$ cat config.mk
export PLATFORM = sky130hd
export DESIGN_NAME = nested_bracket_field_splitter
export DESIGN_NICKNAME = d
export VERILOG_FILES = /design/src/design/nbfs_pkg.sv /design/src/design/nbfs_ram.sv /design/src/design/nbfs_front.sv /design/src/design/nbfs_queue.sv /design/src/design/nbfs_back.sv /design/src/design/nested_bracket_field_splitter.sv
export SDC_FILE = /design/constraint.sdc
export NUM_CORES = 1
export LEC_CHECK = 0
export BUFFER_PORTS_ARGS = -buffer_cell sky130_fd_sc_hd__buf_2
export CORE_AREA = 2 2 170 172
export CTS_BUF_LIST = sky130_fd_sc_hd__clkbuf_4 sky130_fd_sc_hd__clkbuf_8
export CTS_CLUSTER_SIZE = 14
export DETAILED_ROUTE_END_ITERATION = 8
export DIE_AREA = 0 0 172 174
export PLACE_DENSITY = 0.45
export SLEW_MARGIN = 40
export SYNTH_ARGS = -nofsm -noshare
export SYNTH_HDL_FRONTEND = slang
export SYNTH_SLANG_ARGS = --single-unit
$ cat constraint.sdc
create_clock -name i_clk -period 8.7 [get_ports i_clk]
set_input_delay 0.435 -clock i_clk [delete_from_list [all_inputs] [get_ports i_clk]]
set_output_delay 0.435 -clock i_clk [all_outputs]
set_load 0.01 [all_outputs]
$ cat src/design/nbfs_pkg.sv
// Shared types and constants of the nested bracket field splitter.
`timescale 1ns / 1ps

package nbfs_pkg;

    localparam logic [7:0] CH_QUOTE   = 8'h22;
    localparam logic [7:0] CH_BSLASH  = 8'h5C;
    localparam logic [7:0] CH_LBRACE  = 8'h7B;
    localparam logic [7:0] CH_LBRACK  = 8'h5B;
    localparam logic [7:0] CH_RBRACE  = 8'h7D;
    localparam logic [7:0] CH_RBRACK  = 8'h5D;
    localparam logic [7:0] CH_NUL     = 8'h00;
    localparam logic [7:0] SEP_RESET  = 8'd44;

    // Entries of the plan queue between front and back.
    localparam int QUEUE_DEPTH = 4;

    typedef struct packed {
        logic [7:0] out_byte;
        logic       byte_valid;
        logic       token_done;
        logic       nest_overflow;
    } t_result;

    // All results caused by one input byte: one, or two when pair is set.
    typedef struct packed {
        logic    pair;
        t_result first;
        t_result second;
    } t_plan;

    function automatic logic is_space(input logic [7:0] c);
        return c inside {8'd32, [8'd9:8'd13]};
    endfunction

endpackage

$ cat src/design/nbfs_ram.sv
// Generic single-port-write, single-port-read RAM with registered read data.
`timescale 1ns / 1ps

module nbfs_ram #(
    parameter int WIDTH = 1,
    parameter int DEPTH = 16,
    localparam int AW   = (DEPTH > 1) ? $clog2(DEPTH) : 1
) (
    input  logic             i_clk,
    input  logic             i_we,
    input  logic [AW-1:0]    i_waddr,
    input  logic [WIDTH-1:0] i_wdata,
    input  logic [AW-1:0]    i_raddr,
    output logic [WIDTH-1:0] o_rdata
);

    logic [WIDTH-1:0] r_mem [DEPTH];
    logic [WIDTH-1:0] r_rdata;

    always_ff @(posedge i_clk) begin
        if (i_we) begin
            r_mem[i_waddr] <= i_wdata;
        end
        r_rdata <= r_mem[i_raddr];
    end

    assign o_rdata = r_rdata;

endmodule

$ cat src/design/nbfs_front.sv
// Front end: classifies each byte, keeps quote and nesting state, builds a result plan.
`timescale 1ns / 1ps

module nbfs_front import nbfs_pkg::*; #(
    parameter int MAX_NEST = 16
) (
    input  logic       i_clk,
    input  logic       i_rst_n,
    input  logic       i_cfg_we,
    input  logic [7:0] i_cfg_data,
    input  logic       i_accept,
    input  logic [7:0] i_in_byte,
    input  logic       i_end_of_text,
    output logic       o_plan_valid,
    output t_plan      o_plan
);

    localparam int DW = $clog2(MAX_NEST + 1);
    localparam int AW = (MAX_NEST > 1) ? $clog2(MAX_NEST) : 1;

    logic [7:0]    r_separator, n_separator;
    logic          r_quoted, n_quoted;
    logic [7:0]    r_prev, n_prev;
    logic          r_token_open, n_token_open;
    logic [DW-1:0] r_depth, n_depth;
    logic          r_top, n_top;

    logic          below_bit;
    logic          push_en;
    logic [AW-1:0] raddr;

    logic          is_closer, is_opener, group, want, match;
    logic [1:0]    cnt;
    t_result       keep_r, mark_r, s0, s1;
    logic          tok_after;
    logic [DW-1:0] depth_after;

    always_comb begin
        is_closer = (i_in_byte == CH_RBRACE) || (i_in_byte == CH_RBRACK);
        is_opener = (i_in_byte == CH_LBRACE) || (i_in_byte == CH_LBRACK);
        group     = (r_separator == CH_NUL) && (r_depth == '0);
        want      = (i_in_byte == CH_RBRACK);
        match     = (r_depth != '0) && (r_top == want);

        keep_r.out_byte      = i_in_byte;
        keep_r.byte_valid    = 1'b1;
        keep_r.token_done    = 1'b0;
        keep_r.nest_overflow = 1'b0;
        mark_r.out_byte      = CH_NUL;
        mark_r.byte_valid    = 1'b0;
        mark_r.token_done    = 1'b1;
        mark_r.nest_overflow = 1'b0;

        s0          = keep_r;
        s1          = keep_r;
        cnt         = 2'd1;
        tok_after   = 1'b1;
        depth_after = r_depth;
        n_quoted    = r_quoted;
        n_top       = r_top;
        push_en     = 1'b0;

        if (r_quoted) begin
            if (i_in_byte == CH_QUOTE && r_prev != CH_BSLASH) begin
                n_quoted = 1'b0;
            end
        end else if (is_closer) begin
            if (match) begin
                depth_after = r_depth - DW'(1);
                n_top       = below_bit;
            end
            // a closed top-level group ends its token on the kept closer
            if (depth_after == '0 && r_separator == CH_NUL) begin
                s0.token_done = 1'b1;
                tok_after     = 1'b0;
            end
        end else if (is_opener) begin
            if (group && r_token_open) begin
                s0  = mark_r;
                cnt = 2'd2;
            end
            if (r_depth < DW'(MAX_NEST)) begin
                push_en     = 1'b1;
                depth_after = r_depth + DW'(1);
                n_top       = (i_in_byte == CH_LBRACK);
            end else if (cnt == 2'd2) begin
                s1.nest_overflow = 1'b1;
            end else begin
                s0.nest_overflow = 1'b1;
            end
        end else if (i_in_byte == CH_QUOTE) begin
            n_quoted = 1'b1;
        end else if (r_depth == '0 && i_in_byte == r_separator) begin
            s0        = mark_r;
            cnt       = r_token_open ? 2'd1 : 2'd0;
            tok_after = 1'b0;
        end else if (!r_token_open && is_space(i_in_byte)) begin
            cnt       = 2'd0;
            tok_after = 1'b0;
        end

        n_prev       = i_in_byte;
        n_token_open = tok_after;
        n_depth      = depth_after;

        if (i_end_of_text) begin
            if (tok_after) begin
                if (cnt == 2'd0) begin
                    s0  = mark_r;
                    cnt = 2'd1;
                end else if (cnt == 2'd1) begin
                    s0.token_done = 1'b1;
                end else begin
                    s1.token_done = 1'b1;
                end
            end
            n_quoted     = 1'b0;
            n_prev       = CH_NUL;
            n_token_open = 1'b0;
            n_depth      = '0;
        end

        if (!i_accept) begin
            n_quoted     = r_quoted;
            n_prev       = r_prev;
            n_token_open = r_token_open;
            n_depth      = r_depth;
            n_top        = r_top;
            push_en      = 1'b0;
        end

        n_separator = i_cfg_we ? i_cfg_data : r_separator;

        // prefetch the entry just below the next top of stack
        raddr = (n_depth >= DW'(2)) ? AW'(n_depth - DW'(2)) : '0;
    end

    always_ff @(posedge i_clk) begin
        if (!i_rst_n) begin
            r_separator  <= SEP_RESET;
            r_quoted     <= 1'b0;
            r_prev       <= CH_NUL;
            r_token_open <= 1'b0;
            r_depth      <= '0;
        end else begin
            r_separator  <= n_separator;
            r_quoted     <= n_quoted;
            r_prev       <= n_prev;
            r_token_open <= n_token_open;
            r_depth      <= n_depth;
        end
    end

    // top of stack is only read while the depth is nonzero
    always_ff @(posedge i_clk) begin
        r_top <= n_top;
    end

    nbfs_ram #(
        .WIDTH (1),
        .DEPTH (MAX_NEST)
    ) u_stack (
        .i_clk   (i_clk),
        .i_we    (push_en),
        .i_waddr (AW'(r_depth)),
        .i_wdata (i_in_byte == CH_LBRACK),
        .i_raddr (raddr),
        .o_rdata (below_bit)
    );

    always_comb begin
        o_plan_valid  = i_accept && (cnt != 2'd0);
        o_plan.pair   = (cnt == 2'd2);
        o_plan.first  = s0;
        o_plan.second = s1;
    end

endmodule

$ cat src/design/nbfs_queue.sv
// Short plan queue decoupling the front end from the result back end.
`timescale 1ns / 1ps

module nbfs_queue import nbfs_pkg::*; (
    input  logic  i_clk,
    input  logic  i_rst_n,
    input  logic  i_enq,
    input  t_plan i_data,
    input  logic  i_deq,
    output logic  o_full,
    output logic  o_empty,
    output t_plan o_head
);

    localparam int AW = $clog2(QUEUE_DEPTH);
    localparam int CW = $clog2(QUEUE_DEPTH + 1);

    t_plan         r_mem [QUEUE_DEPTH];
    logic [AW-1:0] r_wptr, n_wptr;
    logic [AW-1:0] r_rptr, n_rptr;
    logic [CW-1:0] r_count, n_count;

    always_comb begin
        n_wptr  = r_wptr;
        n_rptr  = r_rptr;
        n_count = r_count;
        if (i_enq) begin
            n_wptr = (r_wptr == AW'(QUEUE_DEPTH - 1)) ? '0 : r_wptr + AW'(1);
        end
        if (i_deq) begin
            n_rptr = (r_rptr == AW'(QUEUE_DEPTH - 1)) ? '0 : r_rptr + AW'(1);
        end
        if (i_enq && !i_deq) begin
            n_count = r_count + CW'(1);
        end else if (!i_enq && i_deq) begin
            n_count = r_count - CW'(1);
        end
    end

    always_ff @(posedge i_clk) begin
        if (!i_rst_n) begin
            r_wptr  <= '0;
            r_rptr  <= '0;
            r_count <= '0;
        end else begin
            r_wptr  <= n_wptr;
            r_rptr  <= n_rptr;
            r_count <= n_count;
        end
    end

    always_ff @(posedge i_clk) begin
        if (i_enq) begin
            r_mem[r_wptr] <= i_data;
        end
    end

    assign o_full  = (r_count == CW'(QUEUE_DEPTH));
    assign o_empty = (r_count == '0);
    assign o_head  = r_mem[r_rptr];

endmodule

$ cat src/design/nbfs_back.sv
// Back end: unpacks queued plans into single results behind an output register.
`timescale 1ns / 1ps

module nbfs_back import nbfs_pkg::*; (
    input  logic    i_clk,
    input  logic    i_rst_n,
    input  logic    i_q_empty,
    input  t_plan   i_q_head,
    output logic    o_q_deq,
    input  logic    i_pop,
    output logic    o_empty,
    output t_result o_result,
    output logic    o_last
);

    logic    r_valid, n_valid;
    logic    r_sub, n_sub;
    t_result r_res, n_res;
    logic    r_last, n_last;

    logic    load, last;
    t_result sel;

    always_comb begin
        load    = (!r_valid || i_pop) && !i_q_empty;
        sel     = r_sub ? i_q_head.second : i_q_head.first;
        last    = !i_q_head.pair || r_sub;
        o_q_deq = load && last;

        n_valid = r_valid;
        n_sub   = r_sub;
        n_res   = r_res;
        n_last  = r_last;
        if (load) begin
            n_valid = 1'b1;
            n_sub   = !last;
            n_res   = sel;
            n_last  = last;
        end else if (i_pop) begin
            n_valid = 1'b0;
        end
    end

    always_ff @(posedge i_clk) begin
        if (!i_rst_n) begin
            r_valid <= 1'b0;
            r_sub   <= 1'b0;
        end else begin
            r_valid <= n_valid;
            r_sub   <= n_sub;
        end
    end

    always_ff @(posedge i_clk) begin
        r_res  <= n_res;
        r_last <= n_last;
    end

    assign o_empty  = !r_valid;
    assign o_result = r_res;
    assign o_last   = r_last;

endmodule

$ cat src/design/nested_bracket_field_splitter.sv
// Top level of the nested bracket field splitter: front end, plan queue, back end.
//
//   channel   direction  handshake         payload
//   input     in         i_push / o_full   i_in_byte, i_end_of_text
//   result    out        o_empty / i_pop   o_out_byte, o_byte_valid, o_token_done,
//                                          o_nest_overflow, o_last_of_run
//   config    in         i_separator_we    i_separator
//
// One byte is accepted per cycle while the plan queue has room; its classification,
// stack update and result plan are done in that cycle, the top of stack kept in a
// register and the entry below prefetched from the stack RAM. Results leave one per
// cycle through the output register while popped, so a byte with two results holds
// that port for two pops. Reset is synchronous; the stack RAM needs no clearing pass.
`timescale 1ns / 1ps

module nested_bracket_field_splitter import nbfs_pkg::*; #(
    parameter int MAX_NEST = 16
) (
    input  logic       i_clk,
    input  logic       i_rst_n,
    input  logic       i_push,
    output logic       o_full,
    input  logic [7:0] i_in_byte,
    input  logic       i_end_of_text,
    output logic       o_empty,
    input  logic       i_pop,
    output logic [7:0] o_out_byte,
    output logic       o_byte_valid,
    output logic       o_token_done,
    output logic       o_nest_overflow,
    output logic       o_last_of_run,
    input  logic       i_separator_we,
    input  logic [7:0] i_separator
);

    logic    q_full, q_empty, q_deq;
    logic    plan_valid;
    logic    accept;
    t_plan   plan, q_head;
    t_result res;

    assign accept = i_push && !q_full;

    nbfs_front #(
        .MAX_NEST (MAX_NEST)
    ) u_front (
        .i_clk         (i_clk),
        .i_rst_n       (i_rst_n),
        .i_cfg_we      (i_separator_we),
        .i_cfg_data    (i_separator),
        .i_accept      (accept),
        .i_in_byte     (i_in_byte),
        .i_end_of_text (i_end_of_text),
        .o_plan_valid  (plan_valid),
        .o_plan        (plan)
    );

    nbfs_queue u_queue (
        .i_clk   (i_clk),
        .i_rst_n (i_rst_n),
        .i_enq   (plan_valid),
        .i_data  (plan),
        .i_deq   (q_deq),
        .o_full  (q_full),
        .o_empty (q_empty),
        .o_head  (q_head)
    );

    nbfs_back u_back (
        .i_clk     (i_clk),
        .i_rst_n   (i_rst_n),
        .i_q_empty (q_empty),
        .i_q_head  (q_head),
        .o_q_deq   (q_deq),
        .i_pop     (i_pop),
        .o_empty   (o_empty),
        .o_result  (res),
        .o_last    (o_last_of_run)
    );

    assign o_full          = q_full;
    assign o_out_byte      = res.out_byte;
    assign o_byte_valid    = res.byte_valid;
    assign o_token_done    = res.token_done;
    assign o_nest_overflow = res.nest_overflow;

`ifndef NO_ASSERTIONS
    // a result without a kept byte is always a token end marker
    a_marker_ends_token: assert property (@(posedge i_clk) disable iff (!i_rst_n)
        !o_empty && !o_byte_valid |-> o_token_done && o_out_byte == CH_NUL)
        else $error("result without byte is not a clean token end marker");

    // overflow is flagged only on a kept opening bracket
    a_overflow_on_opener: assert property (@(posedge i_clk) disable iff (!i_rst_n)
        !o_empty && o_nest_overflow |->
            o_byte_valid && (o_out_byte == CH_LBRACE || o_out_byte == CH_LBRACK))
        else $error("nest overflow flagged on a result that is no opener");

    // reset leaves both sides open and nothing pending
    a_reset_clears: assert property (@(posedge i_clk)
        !i_rst_n |=> o_empty && !o_full)
        else $error("result pending or input blocked after reset");
`endif

endmodule

==> results of run 1 <==
==> layout make-up <==
cell class / count / area, µm²
clock inverter: 13 / 191
clock buffer: 19 / 249
tap: 384 / 480
timing repair buffer: 42 / 228
multi-input combinational: 322 / 2580
sequential: 152 / 4210
antenna: 1 / 2.50
fill: 2931 / 20200
inverter: 16 / 60.1
==> layout by cell type (no fill, tap or decap), drive strengths merged, types with 10 or more instances in the layout <==
| master | Yosys | routed |
|---|---|---|
| mux2i | 19 | 19 |
| nand2 | 31 | 31 |
| nor2 | 50 | 50 |
| mux2 | 12 | 12 |
| buf | 11 | 42 |
| mux4 | 22 | 22 |
| edfxtp | 117 | 117 |
| nor3 | 10 | 10 |
| a21oi | 18 | 18 |
| nand3b | 10 | 10 |
| o21ai | 12 | 12 |
| clkbuf | 15 | 19 |
| dfxtp | 35 | 35 |
| and2 | 16 | 16 |
| inv | 16 | 21 |
| ha | 12 | 12 |
==> routing by layer <==
| layer | up-vias | track usage, % | share of wire, % |
|---|---|---|---|
| met5 | - | 0 | 0 |
| met4 | 0 | 3.78 | 0.96 |
| met3 | 10 | 2.96 | 3.3 |
| met2 | 70 | 18.6 | 50 |
| met1 | 2105 | 14.6 | 46 |
| li1 | 2016 | - | - |
==> metrics by stage <==
step           hold WS, ns  cell area (µm²)
2_1_floorplan        0.427             6950
3_3_place_gp         0.437             7540
3_5_place_dp         0.446             7550
4_1_cts              0.170             7990
5_1_grt              0.167             8000
6_report             0.205             8000
==> worst max-delay path: stages (launching register included) <==
cell     delay, ns
dfxtp_1       0.43
inv_1         0.17
ha_1          0.25
or4b_4        0.55
nor3_1        0.21
nand4_1       0.19
nor2_1        0.17
nor2_1        0.07
a31oi_2       0.38
ha_1          0.26
inv_1         0.06
fa_1          0.37
xor2_1        0.17
or3_1         0.31
a21oi_1       0.14
==> registers in the layout, indices dropped and copies added, names as in the netlist, 2 cells and up, named ones only <==
signal	count
u_back.o_result	11
u_queue.r_mem	88
u_queue.r_wptr	2
u_front.r_separator	8
u_front.u_stack.r_mem	16
u_queue.r_rptr	2
u_front.r_depth	5
u_queue.r_count	3
u_front.r_prev	8
==> synthesized netlist by cell type, drive strengths merged (6+ instances only) <==
library cell / count / area share (%)
clkbuf: 15 / 0.81
edfxtp: 117 / 51
a21oi: 18 / 1.5
a31oi: 7 / 0.72
nand3b: 10 / 1.1
dfxtp: 35 / 10
and2: 16 / 1.4
buf: 11 / 1.0
nand3: 7 / 0.50
nand2: 31 / 1.7
nor3: 10 / 0.72
nor2b: 6 / 0.54
mux2i: 19 / 2.7
nor2: 50 / 2.7
xnor2: 6 / 0.76
o21ai: 12 / 0.87
xor2: 9 / 1.1
mux2: 12 / 1.9
mux4: 22 / 7.1
ha: 12 / 2.2
inv: 16 / 0.87
==> worst paths after layout <==
check / endpoint / slack, ns / from / cells past startpoint
setup reg to reg: u_queue.r_count[2] / 4.92 / u_front.r_depth[1] / 14
setup / recovery: u_queue.r_count[2] / 4.92 / u_front.r_depth[1] / 14
hold / removal: u_front.r_separator[3] / 0.20 / i_rst_n / 2
hold reg to reg: u_front.r_prev[5] / 0.45 / u_front.r_prev[5] / 2
==> cell families (layout without fill, tap and decap cells) <==
kind of cell | count (synthesis) | in the layout | share of synthesized area (%)
other cells | 1 | 5 | 0.0540
buf+inv | 42 | 90 | 2.69
xor+xnor | 15 | 15 | 1.89
mux | 53 | 53 | 11.8
simple gates | 168 | 168 | 13.0
fa+ha+maj | 13 | 13 | 2.45
compound gates | 69 | 69 | 7.39
flops | 152 | 152 | 60.7
==> where the power goes <==
part | total, mW | internal (mW) | switching (mW)
Combinational | 0.424 | 0.198 | 0.226
Clock | 0.605 | 0.324 | 0.281
Sequential | 0.929 | 0.889 | 0.0405
==> impl_metrics.yaml, run 1 <==
sta:
  setup_viol: 0
  grt_setup_unrepaired: "false"
  finClkSkew_ns: 0.0237
  hold_violations: 0
  fmax_mhz: 265
  period_share_pct: 43.4
  finalSetupTns_ns: 0
  relSlewSlack_pct: 45.3
  setup_slack_ns: 4.92
  fin_crit_ns: 3.78
  tightest_slew_ns: 0.812
  slew_violations: 0
pwr:
  peakVddDrop_uv: 111
  power.density_nw_per_um2: 245
  total_power_mw: 1.96
  leakage_nw: 2.68
global_route:
  track_usage_pct: 11.4
  grt_pass1_vias: 4506
  grt_pass1_wl_mm: 25.5
  antenna_found_initial: 1
  grt_start_max_net_pins: 30
  grt_overflow_total: 0
cts:
  cts_buffers: 17
  cts-resized-gates: 0
  htree_levels: 4
  cts_sinks: 152
  cts_tree: "built"
  root_buffer: "clkbuf_8"
  cts_setup_buffers: 0
  insertion_delay_ns: 0.45
  holdBufCountCts: 0
  clockBufferDepth: 2
  clk_pin_slew_ns: 0.09
yosys:
  yosys_warnings: 0
  seq_area_frac_synth_pct: 60.7
  synth_cells: 513
  synth-edff-count: 117
  syn_area_um2: 6940
  synth_cell_types: 70
  ys_async_sr_fraction_pct: 0
  ys_ff_latch: 152
  ys.flop_type: "edfxtp_1"
  synth_area_per_cell_um2: 13.5
route:
  drtAntennaViolNets: 0
  drt-total-wl_mm: 16.1
  viasPerCell: 4.43
  drc: 0
  vias: 4201
  routedWlPerCell_um: 16.9
  drt_iter0_markers: 254
  dr.pass1.iters: 5
floorplanning:
  num_rows: 62
  dieHeight_um: 174
  die_w_um: 172
  dieArea_um2: 29900
  io_pins: 36
  core-area_um2: 28200
  initial_core_util_pct: 24.6
status:
  outcome: "finished, final reports clean"
worst_setup_path:
  required_ns: 9.07
  crit_type: "register to register"
  start_kind: "register"
  cp_max_fo: 8
  arrival_ns: 4.15
  end_kind: "register"
finish:
  fin_util_pct: 28.3
  nets: 586
  area_growth_pct: 15.3
  finalNonFillerCells: 949
  drive_gt1_share_pct: 22.3
placement:
  port_buffers: 35
  dp.final_hpwl_mm: 10.5
  dp_slack_ns: 4.49
  gp_congestion: 0.806
  dp.cells: 916
hold_path:
  hold_class: "input port to register"
job:
  drv_cap: 0
Power figures use the tool's default switching activity.
==> run 2, diff against run 1 <==
Settings changed: PLACE_DENSITY 0.45 to 0.46.
Clock period 8.7 ns to 3.45 ns, I/O delays scaled along.
==> run 2 against run 1 <==
Combinational power rose to 2.6 times the previous value; flip-flop and latch count unchanged; critical path type unchanged; wire length up 1.5%; largest power group unchanged.
==> impl_metrics.yaml, run 2 (synthesized netlist as in run 1, its figures left out) <==
global_route:
  grt_start_max_net_pins: 30
  grt_pass1_wl_mm: 25.8
  grt_overflow_total: 0
  grt_pass1_vias: 4712
  track_usage_pct: 11.4
  antenna_found_initial: 0
pwr:
  leakage_nw: 2.80
  total_power_mw: 4.81
  peakVddDrop_uv: 227
  power.density_nw_per_um2: 584
route:
  dr.pass1.iters: 4
  drc: 0
  drtAntennaViolNets: 0
  drt_iter0_markers: 192
  viasPerCell: 4.47
  drt-total-wl_mm: 16.3
  vias: 4383
  routedWlPerCell_um: 16.6
sta:
  slew_violations: 0
  setup_viol: 0
  period_share_pct: 93.1
  fin_crit_ns: 3.21
  fmax_mhz: 311
  finClkSkew_ns: 0.0159
  timing.hold.ws_ns: 0.0267
  hold_violations: 0
  tightest_slew_ns: 0.795
  relSlewSlack_pct: 46.9
  grt_setup_unrepaired: "true"
finish:
  fin_util_pct: 29.2
  layout_common_cells: "edfxtp_1, nor2_1, dfxtp_1, buf_2"
  area_growth_pct: 18.8
  final_area_um2: 8240
  final_common_cell: "edfxtp_1"
  diodes: 0
  top_register: "u_queue.r_mem"
  largest_register_ffs: 88
  finalNonFillerCells: 981
  nets: 619
  drive_gt1_share_pct: 25.5
cts:
  clk_pin_slew_ns: 0.09
  clockBufferDepth: 2
  insertion_delay_ns: 0.45
  root_buffer: "clkbuf_8"
  cts_tree: "built"
  cts_sinks: 152
  cts_buffers: 17
  htree_levels: 4
floorplanning:
  dieHeight_um: 174
  io_pins: 36
  num_rows: 62
  initial_core_util_pct: 24.6
  core-area_um2: 28200
  die_w_um: 172
  dieArea_um2: 29900
worst_setup_path:
  crit_slowest_cell: "or4b_4"
  r2r_setup_slack_ns: 0.24
  worstRegToRegCells: 14
  crit_type: "register to register"
  startpoint: "u_front.r_depth[0]"
  arrival_ns: 3.58
  crit_chain: "inv_1, ha_1, or4b_4, nor3_4, nand4_1, nor2_1, nor2_1, a31oi_2, ha_2, inv_1, fa_1, xor2_1, or3_1, a21oi_1"
  cp_max_fo: 5
  start_kind: "register"
  r2r-end: "u_queue.r_count[2]"
  critPathBufInv: 2
  worstSetupEndpoint: "u_queue.r_count[2]"
  end_kind: "register"
  required_ns: 3.82
  crit_path_max_incr_delay_ns: 0.51
  r2r-start: "u_front.r_depth[0]"
  worst-path-stages: 14
  critPathTopFamily: "simple AND/OR/NAND/NOR gates"
hold_path:
  hold_depth: 4
  hold_class: "input port to register"
placement:
  port_buffers: 35
  dp.cells: 936
  gp_congestion: 0.821
  dp.final_hpwl_mm: 11.0
  placed_area_um2: 7700
status:
  outcome: "finished, final reports clean"
job:
  drv_cap: 0
-- run 2: worst min-delay path: stages --
cell and delay (ns):
buf_2 0.08, inv_1 0.07, nand2_1 0.07, a21oi_1 0.05
-- run 2: final cells by class --
cell class / count / area, µm²
multi-input cells: 322 / 2600
clock inverters: 13 / 144
well taps: 384 / 480
flip-flops and latches: 152 / 4210
repair buffers: 75 / 498
fillers: 2903 / 20000
clock buffers: 19 / 249
inverters: 16 / 60.1
-- run 2: repair_timing --
action | 4_1_cts | 5_1_grt
endpoints found under the setup margin | 0 | 3
hold buffers | 9 | 0
gates resized for setup | 0 | 8
hold endpoints to repair | 8 | 0
setup buffers | 0 | 4
-- run 2: how the worst min path moves through the flow --
stage                       start                     end
after floorplan           i_rst_n  u_front.r_separator[2]
after global placement    i_rst_n  u_front.r_separator[2]
after detailed placement  i_rst_n  u_front.r_separator[3]
after CTS                   i_pop          u_back.r_valid
after global routing        i_pop          u_back.r_valid
final                       i_pop          u_back.r_valid
-- run 2: report_power, final --
part | total (mW) | leakage (nW) | switching [mW] | internal, mW
clock | 1.37 | 0.188 | 0.702 | 0.667
sequential | 2.35 | 1.36 | 0.106 | 2.24
combinational | 1.09 | 1.24 | 0.568 | 0.527
total | 4.81 | 2.80 | 1.38 | 3.44
-- run 2: metal layers --
layer  track usage, %  wire, µm  part of all wire (%)  vias to the layer above
met5                0         0                     0                        -
met4             3.78       278                   1.7                        0
met3             2.80       609                   3.7                       19
met2             19.8      8220                    50                       81
met1             13.7      7190                    44                     2201
li1                 -         -                     -                     2082
-- run 2: per-stage QoR --
step	setup WS, ns	TNS [ns]
final	0.239	0
after global routing	-0.0140	-0.0140
after CTS	0.150	0
after detailed placement	0.0944	0
after global placement	0.197	0
after floorplan	0.0682	0
